$ cat src/sv/arm_enc_pkg.sv
// ----------------------------------------------------------------------------
// arm_enc_pkg
// Shared types and constants for the ARM-style instruction word encoder.
// ----------------------------------------------------------------------------
package arm_enc_pkg;

    typedef logic [5:0]  op_t;
    typedef logic [3:0]  reg_num_t;
    typedef logic [31:0] word_t;

    localparam int CNT_W       = 24;   // instruction counter width (branch offsets use BRANCH_BITS)
    localparam int BRANCH_BITS = 24;
    localparam int PC_AHEAD    = 2;
    localparam logic [3:0] MUL_MARK = 4'd9;

    typedef logic [CNT_W-1:0] cnt_t;

    // instruction kinds
    localparam op_t OP_TST      = 6'd8;
    localparam op_t OP_CMN      = 6'd11;
    localparam op_t OP_ORR      = 6'd12;
    localparam op_t OP_LSL      = 6'd14;
    localparam op_t OP_LSR      = 6'd15;
    localparam op_t OP_ASR      = 6'd16;
    localparam op_t OP_RRX      = 6'd17;
    localparam op_t OP_ROR      = 6'd18;
    localparam op_t OP_BIC      = 6'd19;
    localparam op_t OP_DP_LAST  = 6'd20;
    localparam op_t OP_MUL_LAST = 6'd26;
    localparam op_t OP_STR      = 6'd27;
    localparam op_t OP_LDR      = 6'd28;
    localparam op_t OP_STRB     = 6'd29;
    localparam op_t OP_LDRB     = 6'd30;
    localparam op_t OP_STRH     = 6'd31;
    localparam op_t OP_LDRH     = 6'd32;
    localparam op_t OP_LDRSB    = 6'd33;
    localparam op_t OP_LDRSH    = 6'd34;
    localparam op_t OP_B        = 6'd35;
    localparam op_t OP_BL       = 6'd36;

    // data-processing opcode field values for the folded ops
    localparam logic [3:0] DPC_MOV = 4'd13;
    localparam logic [3:0] DPC_BIC = 4'd14;
    localparam logic [3:0] DPC_MVN = 4'd15;

    // shift slot codes
    localparam logic [1:0] SH_LSL = 2'd0;
    localparam logic [1:0] SH_LSR = 2'd1;
    localparam logic [1:0] SH_ASR = 2'd2;
    localparam logic [1:0] SH_ROR = 2'd3;

    // halfword transfer S:H codes
    localparam logic [1:0] HW_UHALF = 2'd1;
    localparam logic [1:0] HW_SBYTE = 2'd2;
    localparam logic [1:0] HW_SHALF = 2'd3;

    // second operand forms
    localparam logic [1:0] FORM_IMM     = 2'd0;
    localparam logic [1:0] FORM_REG_IMM = 2'd1;
    localparam logic [1:0] FORM_REG_REG = 2'd2;
    localparam logic [1:0] FORM_BAD     = 2'd3;

    // index modes
    localparam logic [1:0] IDX_POST   = 2'd0;
    localparam logic [1:0] IDX_OFFSET = 2'd1;
    localparam logic [1:0] IDX_PRE    = 2'd2;
    localparam logic [1:0] IDX_OTHER  = 2'd3;

    localparam logic [3:0] COND_NV = 4'd15;

    typedef struct packed {
        op_t         op;
        logic [3:0]  condition;
        logic [1:0]  operand_form;
        logic        set_flags;
        reg_num_t    first_reg;
        reg_num_t    dest_reg;
        reg_num_t    second_reg;
        reg_num_t    shift_reg;
        logic [23:0] immediate;
        logic [1:0]  shift_kind;
        logic [1:0]  index_mode;
        logic        add_offset;
    } item_t;

endpackage

$ cat src/sv/arm_instruction_word_encoder.sv
// ----------------------------------------------------------------------------
// arm_instruction_word_encoder
// Packs one parsed instruction per item into a 32-bit ARM-style word.
// ----------------------------------------------------------------------------
//  channel | direction | handshake          | payload
//  s_      | in        | s_valid / s_ready  | op .. add_offset (12 fields)
//  m_      | out       | m_valid / m_ready  | machine_word (32 bits)
//
// Two registers: the input register and the result register, with the
// encoder logic in between. One item per cycle is sustained while m_ready stays high.
// The 24-bit instruction counter is sampled with each accepted item and
// advances by one per item. Reset (aresetn low, synchronous) empties both
// stages and zeroes the counter. A stall on m_ready backs up through the
// result register into the input register, then drops s_ready.
module arm_instruction_word_encoder
    import arm_enc_pkg::*;
(
    input  logic        aclk,
    input  logic        aresetn,
    input  logic        s_valid,
    output logic        s_ready,
    input  logic [5:0]  s_op,
    input  logic [3:0]  s_condition,
    input  logic [1:0]  s_operand_form,
    input  logic        s_set_flags,
    input  logic [3:0]  s_first_reg,
    input  logic [3:0]  s_dest_reg,
    input  logic [3:0]  s_second_reg,
    input  logic [3:0]  s_shift_reg,
    input  logic [23:0] s_immediate,
    input  logic [1:0]  s_shift_kind,
    input  logic [1:0]  s_index_mode,
    input  logic        s_add_offset,
    output logic        m_valid,
    input  logic        m_ready,
    output logic [31:0] m_machine_word
);

    item_t item_reg;
    cnt_t  idx_reg;
    cnt_t  cnt_reg, cnt_next;
    logic  in_valid_reg;
    logic  out_valid_reg;
    word_t word_reg, word_next;
    logic  in_accept;
    logic  out_load;

    assign out_load  = in_valid_reg && (!out_valid_reg || m_ready);
    assign s_ready   = !in_valid_reg || out_load;
    assign in_accept = s_valid && s_ready;
    assign cnt_next  = cnt_reg + cnt_t'(1);

    always_ff @(posedge aclk) begin
        if (!aresetn) begin
            in_valid_reg  <= 1'b0;
            out_valid_reg <= 1'b0;
            cnt_reg       <= '0;
        end else begin
            if (s_ready)
                in_valid_reg <= s_valid;
            if (out_load)
                out_valid_reg <= 1'b1;
            else if (m_ready)
                out_valid_reg <= 1'b0;
            if (in_accept)
                cnt_reg <= cnt_next;
        end
    end

    always_ff @(posedge aclk) begin
        if (in_accept) begin
            item_reg <= '{op: s_op, condition: s_condition, operand_form: s_operand_form,
                          set_flags: s_set_flags, first_reg: s_first_reg,
                          dest_reg: s_dest_reg, second_reg: s_second_reg,
                          shift_reg: s_shift_reg, immediate: s_immediate,
                          shift_kind: s_shift_kind, index_mode: s_index_mode,
                          add_offset: s_add_offset};
            idx_reg  <= cnt_reg;
        end
        if (out_load)
            word_reg <= word_next;
    end

    // encoder
    logic [3:0]             cond;
    logic [3:0]             dp_opc;
    logic                   s_bit;
    logic [1:0]             sh;
    logic [1:0]             sh2;
    logic                   p_bit;
    logic                   w_bit;
    logic [BRANCH_BITS-1:0] offset;

    always_comb begin
        cond = (item_reg.condition == COND_NV) ? 4'd0 : item_reg.condition;

        if (item_reg.op <= OP_ORR)
            dp_opc = item_reg.op[3:0];
        else if (item_reg.op <= OP_ROR)
            dp_opc = DPC_MOV;
        else if (item_reg.op == OP_BIC)
            dp_opc = DPC_BIC;
        else
            dp_opc = DPC_MVN;

        s_bit = item_reg.set_flags || (item_reg.op >= OP_TST && item_reg.op <= OP_CMN);

        // shift-named ops override the slot code (LSL: SH_LSR, ASR: SH_ASR, LSR/RRX: SH_ROR); others use shift_kind
        case (item_reg.op)
            OP_LSL:         sh = SH_LSR;
            OP_ASR:         sh = SH_ASR;
            OP_LSR, OP_RRX: sh = SH_ROR;
            default:        sh = item_reg.shift_kind;
        endcase

        case (item_reg.op)
            OP_STRH, OP_LDRH: sh2 = HW_UHALF;
            OP_LDRSB:         sh2 = HW_SBYTE;
            default:          sh2 = HW_SHALF;
        endcase

        p_bit = item_reg.index_mode inside {IDX_OFFSET, IDX_PRE};
        w_bit = item_reg.index_mode inside {IDX_PRE, IDX_OTHER};

        offset = item_reg.immediate[BRANCH_BITS-1:0]
                 - (idx_reg[BRANCH_BITS-1:0] + BRANCH_BITS'(PC_AHEAD));

        word_next = '0;
        if (item_reg.op <= OP_DP_LAST) begin
            if (item_reg.operand_form != FORM_BAD) begin
                word_next[31:28] = cond;
                word_next[25]    = (item_reg.operand_form == FORM_IMM);
                word_next[24:21] = dp_opc;
                word_next[20]    = s_bit;
                word_next[19:16] = item_reg.first_reg;
                word_next[15:12] = item_reg.dest_reg;
                if (item_reg.operand_form == FORM_IMM) begin
                    word_next[11:0] = item_reg.immediate[11:0];
                end else begin
                    word_next[6:5] = sh;
                    word_next[3:0] = item_reg.second_reg;
                    // RRX drops the amount / Rs and the register-shift bit
                    if (item_reg.op != OP_RRX) begin
                        if (item_reg.operand_form == FORM_REG_IMM) begin
                            word_next[11:7] = item_reg.immediate[4:0];
                        end else begin
                            word_next[11:8] = item_reg.shift_reg;
                            word_next[4]    = 1'b1;
                        end
                    end
                end
            end
        end else if (item_reg.op <= OP_MUL_LAST) begin
            word_next[31:28] = cond;
            word_next[20]    = item_reg.set_flags;
            word_next[19:16] = item_reg.dest_reg;
            word_next[15:12] = item_reg.shift_reg;
            word_next[11:8]  = item_reg.second_reg;
            word_next[7:4]   = MUL_MARK;
            word_next[3:0]   = item_reg.first_reg;
        end else if (item_reg.op <= OP_LDRSH) begin
            word_next[31:28] = cond;
            word_next[24]    = p_bit;
            word_next[23]    = item_reg.add_offset;
            word_next[21]    = w_bit;
            word_next[19:16] = item_reg.first_reg;
            word_next[15:12] = item_reg.dest_reg;
            if (item_reg.op <= OP_LDRB) begin
                word_next[26] = 1'b1;
                word_next[22] = item_reg.op inside {OP_STRB, OP_LDRB};
                word_next[20] = item_reg.op inside {OP_LDR, OP_LDRB};
                if (item_reg.operand_form == FORM_IMM) begin
                    word_next[11:0] = item_reg.immediate[11:0];
                end else begin
                    word_next[25]   = 1'b1;
                    word_next[11:7] = item_reg.immediate[4:0];
                    word_next[6:5]  = item_reg.shift_kind;
                    word_next[4]    = 1'b1;
                    word_next[3:0]  = item_reg.second_reg;
                end
            end else begin
                word_next[20]  = (item_reg.op != OP_STRH);
                word_next[7]   = 1'b1;
                word_next[6:5] = sh2;
                word_next[4]   = 1'b1;
                if (item_reg.operand_form == FORM_IMM) begin
                    word_next[22]   = 1'b1;
                    word_next[11:8] = item_reg.immediate[7:4];
                    word_next[3:0]  = item_reg.immediate[3:0];
                end else begin
                    word_next[3:0]  = item_reg.second_reg;
                end
            end
        end else if (item_reg.op <= OP_BL) begin
            word_next[31:28] = cond;
            word_next[27:25] = 3'b101;
            word_next[24]    = (item_reg.op == OP_BL);
            word_next[BRANCH_BITS-1:0] = offset;
        end
    end

    assign m_valid        = out_valid_reg;
    assign m_machine_word = word_reg;

endmodule

$ cat config.mk
export PLATFORM = sky130hd
export DESIGN_NAME = arm_instruction_word_encoder
export DESIGN_NICKNAME = d
export VERILOG_FILES = /design/src/sv/arm_enc_pkg.sv /design/src/sv/arm_instruction_word_encoder.sv
export SDC_FILE = /design/constraint.sdc
export NUM_CORES = 1
export LEC_CHECK = 0
export BUFFER_PORTS_ARGS = -buffer_cell sky130_fd_sc_hd__buf_4
export CORE_MARGIN = 5
export CORE_UTILIZATION = 50
export DETAILED_ROUTE_END_ITERATION = 10
export GPL_TIMING_DRIVEN = 0
export PLACE_DENSITY = 0.73
export SLEW_MARGIN = 20
export SYNTH_ARGS = -nofsm -noshare
export SYNTH_HDL_FRONTEND = slang
export SYNTH_SLANG_ARGS = --single-unit
$ cat constraint.sdc
create_clock -name aclk -period 3.7 [get_ports aclk]
set_clock_uncertainty 0.2 [all_clocks]
set_input_delay 0.74 -clock aclk [delete_from_list [all_inputs] [get_ports aclk]]
set_output_delay 0.74 -clock aclk [all_outputs]
set_load 0.01 [all_outputs]
Word-level counts from Yosys, hierarchy flattened:

Cells that the tools add are included.
W data, S select, Z words.

* magnitude comparators: 9
* eq/ne operators: 20
* multiplexer cells: 33
* bitwise gates (word level): 0
* divide/modulo/power cells: 0
* add/subtract/negate cells: 3
* shift-type cells: 0
* multipliers: 0
* reduce and logical (&&, ||, !) cells: 18

Operators with widths (number)
* $mux W26: 2
* $eq A6 B5 Y1 const B: 7
* $mux W12: 3
* $mux W4: 9
* $mux W32: 1
* $mux W27: 1
* $add A24 B1 Y24 const B: 1
* $add A24 B2 Y24 const B: 1
* $le A6 B5 Y1 const B: 4
* $sub A24 B24 Y24: 1
* $mux W21: 1
* $eq A6 B6 Y1 const B: 3
* $eq A6 B4 Y1 const B: 2
* $le A6 B4 Y1 const B: 2
* $le A6 B6 Y1 const B: 2
* $ne A6 B5 Y1 const B: 2
* $mux W1: 10
* $mux W5: 2
* $reduce_bool A2 Y1: 5
* $ge A6 B4 Y1 const B: 1
* $pmux W2 S3: 1
* $reduce_or A2 Y1: 3
* $eq A2 B1 Y1 const B: 2
* $eq A2 B2 Y1 const B: 2
* 9 further kinds: 15

* memories kept: 0
* latch bits: 0
* bits in writable memories: 0
* input bits: 62
* word-level logic and storage cells: 102
* ROM bits: 0
* output and inout bits: 34
* register bits after elaboration: 140

Logic depth before layout (Yosys ltp):

* depth after elaboration: 7
* mapped depth: 13
* depth with buffers taken out: 13

Worst setup path before layout:

Ideal clock, no wire load.

* kind: input -> register
* start point: in m_ready
* end point: reg cnt_reg[6]
* cell stages on the path: 7
* data arrival time: 3496 ps
* required time: 3385 ps
* library setup time: 115 ps
* setup slack: -111 ps
* path buffers: 0
* cells stage by stage: nand3b_1 nand2_1 inv_1 and3_1 nand4_1 xnor2_1 and2_1

* cells in the longest elaborated chain, start to end: 4

Ends and longest elaborated chain
* start: declaration: line arm_instruction_word_encoder.sv:35 `input logic m_ready,`
* $logic_or A1 B1 Y1: line arm_instruction_word_encoder.sv:48 `assign out_load = in_valid_reg && (!out_valid_reg || m_ready);`
* $logic_and A1 B1 Y1: line arm_instruction_word_encoder.sv:48
* $logic_or A1 B1 Y1: line arm_instruction_word_encoder.sv:49 `assign s_ready = !in_valid_reg || out_load;`
* $logic_and A1 B1 Y1: line arm_instruction_word_encoder.sv:50 `assign in_accept = s_valid && s_ready;`
* net in_accept: line arm_instruction_word_encoder.sv:45 `logic in_accept;`
* end signal: assignment: line arm_instruction_word_encoder.sv:66 `cnt_reg <= cnt_next;`
* end: declaration: line arm_instruction_word_encoder.sv:41 `cnt_t cnt_reg, cnt_next;`

The timed path passes the listed nets, and every way through them passes these cells.
A chain may end at the register's enable or synchronous reset.

Final worst setup path:

* start point: reg item_reg[6] (netlist bit)
* end point: reg word_reg[23] (netlist: m_machine_word[23]), data pin

* cells in the longest elaborated chain, start to end: 5

Ends and longest elaborated chain
* start: declaration: line arm_instruction_word_encoder.sv:39 `item_t item_reg;`
* start signal: assignment: line arm_instruction_word_encoder.sv:72 `item_reg <= '{op: s_op, condition: s_condition, operand_form: s_operand_form,`
* $sub A24 B24 Y24: line arm_instruction_word_encoder.sv:126 `- (idx_reg[BRANCH_BITS-1:0] + BRANCH_BITS'(PC_AHEAD));`
* $mux W32: line arm_instruction_word_encoder.sv:194 `end else if (item_reg.op <= OP_BL) begin`
* $mux W27: line arm_instruction_word_encoder.sv:161 `end else if (item_reg.op <= OP_LDRSH) begin`
* $mux W5: line arm_instruction_word_encoder.sv:153 `end else if (item_reg.op <= OP_MUL_LAST) begin`
* $mux W26: line arm_instruction_word_encoder.sv:129 `if (item_reg.op <= OP_DP_LAST) begin`
* net word_next[23]: line arm_instruction_word_encoder.sv:44 `word_t word_reg, word_next;`
* end signal: assignment: line arm_instruction_word_encoder.sv:81 `word_reg <= word_next;`
* end: declaration: line arm_instruction_word_encoder.sv:44

The timed path passes the listed nets, and every way through them passes these cells.

==> qor.txt <==
======================================================================================
Status                                                                    finished, final reports clean
CTS buffer count                                                                    17
Data arrival time of the worst path                                            3.30 ns
Achievable frequency                                                           298 MHz
Clock Path Buffers                                                                   2
Crit. End Element                                                                 flop
Final estimated routing congestion in global placement                           0.928
Routed via count                                                                 6,002
Synthesized area                                                              7650 um2
Layout area overhead                                                             21.1%
Flip-flop count of the largest register after layout                                58
CTS resizes                                                                          0
H-tree depth                                                                         4
Final Cycle Share                                                                90.7%
Endpoint, Worst Hold                                                      idx_reg[23]$_DFFE_PP_
Worst-margin pin slew                                                         0.661 ns
Number of placement rows                                                            45
Number of clock sinks                                                              140
Nets                                                                               954
Maximum single-stage delay on the critical path                                0.42 ns
Async set-reset flop share out of synthesis                                         0%
I/O pins                                                                            96
Total stage count of the critical path                                              13
Post-Syn Instances                                                                 726
Initial cell density of the core                                                 50.7%
Crit path cell chain                                                      inv_1 -> ha_1 -> inv_1 -> ha_1 -> inv_1 -> fa_1 -> nand2b_1 -> a21o_1 -> a21oi_2 -> a41o_1 -> a21oi_2 -> xnor2_1 -> o221ai_1
Commonest register cell after synthesis                                       edfxtp_1
Fraction of layout instances using a drive strength above 1                      19.7%
Post-detailed-placement half-perimeter wirelength                            14,700 um
Global-route wire length before repair                                       31,200 um
Remaining number of nets flagged by the antenna check after routing                  0
Area fraction of the dominant cell type after synthesis                          44.7%
Largest net degree at the start of global routing                                   36
Final-report setup violation count                                                   0
Crit path kind                                                            flop to flop
Worst setup slack for register-to-register paths                               0.34 ns
Clock slew at the register clock pins of the worst setup and hold paths        0.06 ns
R2r endpoint                                                              m_machine_word[23]$_DFFE_PP_
Cell type with the highest occurrence count on the critical path                 inv_1
Total routing resource utilization after global routing                          22.4%
Worst hold start                                                          cnt_reg[23]$_SDFFE_PN0P_
Port bufs                                                                           95
Hold_buf cts                                                                         0
Worst-path fanout max                                                                4
Worst ir drop on vdd                                                          0.339 mV
Unrepaired setup endpoints after global routing                                  false
Number of synthesized flops with an enable pin                                     114
CTS tree                                                                           yes
Number of filler instances in the final layout                                   1,268
Critical path startpoint category                                                 flop
Total core area                                                             15,100 um2
Hold WS                                                                       0.275 ns
Path type of the worst min-delay path                                     flop to flop
Final Power                                                                    4.23 mW
Routed WL                                                                    19,400 um
WHS Path Cells                                                                       0
Height of the die                                                               134 um
Final global-route overflow total                                                    0
Cell type of the slowest stage on the worst timing path                       edfxtp_1
Postcts setup bufs                                                                   0
Pleak                                                                          3.81 nW
Vias in the first global route                                                   5,948
Largest cells by area after synthesis                                     edfxtp_1 (45%), ha_1 (7.8%), dfxtp_1 (6.8%)
Origin of the critical flop-to-flop path                                  item_reg[6]$_DFFE_PP_
Synth Net Count                                                                    837
Data required time at the worst endpoint                                       3.64 ns
Part of the Yosys area used for sequential elements                              51.5%
Cell type group with the largest total delay on the critical path         compound AO/OA/AOI/OAI gates
Number of antenna repair diodes                                                      0
Root Buffer                                                                  clkbuf_16
1st-pass router iterations                                                           5
Floorplan die area                                                          17,900 um2
Detailed router's first-iteration violation count                                  501
Residual DRC                                                                         0
Cell with the most instances after synthesis                                  edfxtp_1
Hold violation count in the final report                                             0
Cells on worst reg2reg path                                                         13
Die extent in x                                                                 134 um
Max-Slew Margin vs Limit                                                         55.9%
Initial antenna violation count                                                      0
Biggest area consumer among synthesized cells                                 edfxtp_1
Shortest period the worst path allows                                          3.36 ns
Average wire length per cell after detail routing                              18.5 um
Post-synthesis area per instance                                              10.5 um2
Max-cap violations                                                                   0
Synth warnings                                                                       0
Number of pins exceeding their max-slew limit in the final report                    0
Worst-skew pair later-pin latency                                              0.43 ns
Number of buffers and inverters on the critical path                                 3
Number of flip-flops and latches in the synthesized netlist                        140
Synth unique cells                                                                  67
Power per Cell Area                                                         457 nW/um2
Detail-routed via count per cell                                                  5.75
Most common library cells after synthesis                                 edfxtp_1 (114), inv_1 (79), nand2_1 (51)
======================================================================================
-- cell usage in the layout (no fill, tap or decap), drive strengths merged, types with 3 or more instances in the layout --
cell,count
nor2b,3
buf,115
a31oi,17
nor2,37
edfxtp,114
or3,7
and3,8
nand2,51
nor3,10
o21ai,50
nand2b,10
a21oi,39
mux2i,5
o31ai,4
o221ai,9
dfxtp,26
xnor2,31
nand3,28
a211oi,10
o22ai,7
clkinv,6
and2,29
xor2,10
clkinvlp,4
o211ai,3
ha,48
clkbuf,34
o21a,6
a32o,5
a22oi,4
a21o,13
inv,79
nand4,11
-- layer usage --
metal  routed length (um)  track usage (%)  part of all wire, %  vias up
met2                 8800             34.6                   45      236
met3                 1400             5.85                  7.2       32
met4                  482             7.94                  2.5        0
met5                    0                0                    0        -
met1                 8680             30.6                   45     2866
li1                     -                -                    -     2868
-- where the power goes --
group | leakage, nW | total (mW) | switching [mW] | internal, mW
combinational | 2.20 | 0.702 | 0.411 | 0.291
sequential | 1.33 | 1.85 | 0.0465 | 1.80
clock | 0.286 | 1.68 | 0.649 | 1.03
-- worst max-delay path by stage --
stage                     slack, ns                  start                           end
after floorplan                0.23                m_ready       cnt_reg[6]$_SDFFE_PN0P_
after global placement        -0.41                m_ready       cnt_reg[6]$_SDFFE_PN0P_
after detailed placement       0.37  item_reg[6]$_DFFE_PP_  m_machine_word[23]$_DFFE_PP_
after CTS                      0.35  item_reg[6]$_DFFE_PP_  m_machine_word[21]$_DFFE_PP_
after global routing           0.13  item_reg[6]$_DFFE_PP_  m_machine_word[23]$_DFFE_PP_
final                          0.34  item_reg[6]$_DFFE_PP_  m_machine_word[23]$_DFFE_PP_
-- per-stage QoR --
stage,std cells,utilization (%),cell area (um2),TNS (ns),setup WS [ns]
after floorplan,726,-,7660,0,0.231
after global placement,1009,57.0,8610,-1.80,-0.414
after detailed placement,1012,57.5,8670,0,0.373
after CTS,1044,61.4,9270,0,0.355
after global routing,1044,61.4,9270,0,0.131
final,1044,61.4,9270,0,0.343
-- cell type report --
class / count / area [um2] / share of cell area (%)
tap: 188 / 235 / 2.54
buffer: 29 / 138 / 1.49
inverter: 80 / 304 / 3.28
sequential: 140 / 3940 / 42.6
timing repair buffer: 98 / 773 / 8.35
multi-input combinational: 477 / 3280 / 35.4
clock buffer: 22 / 507 / 5.47
clock inverter: 10 / 85.1 / 0.918
-- cell families after synthesis --
family / count (synthesis) / synth area share [%]
flip-flops: 140 / 51.5
XOR/XNOR: 41 / 4.69
AO/OA/AOI/OAI: 181 / 15.7
adder cells (fa/ha/maj): 49 / 8.11
AND/OR/NAND/NOR: 201 / 13.6
buffers and inverters: 109 / 5.72
multiplexers: 5 / 0.654
No activity file was read; power rests on OpenSTA's default activity.
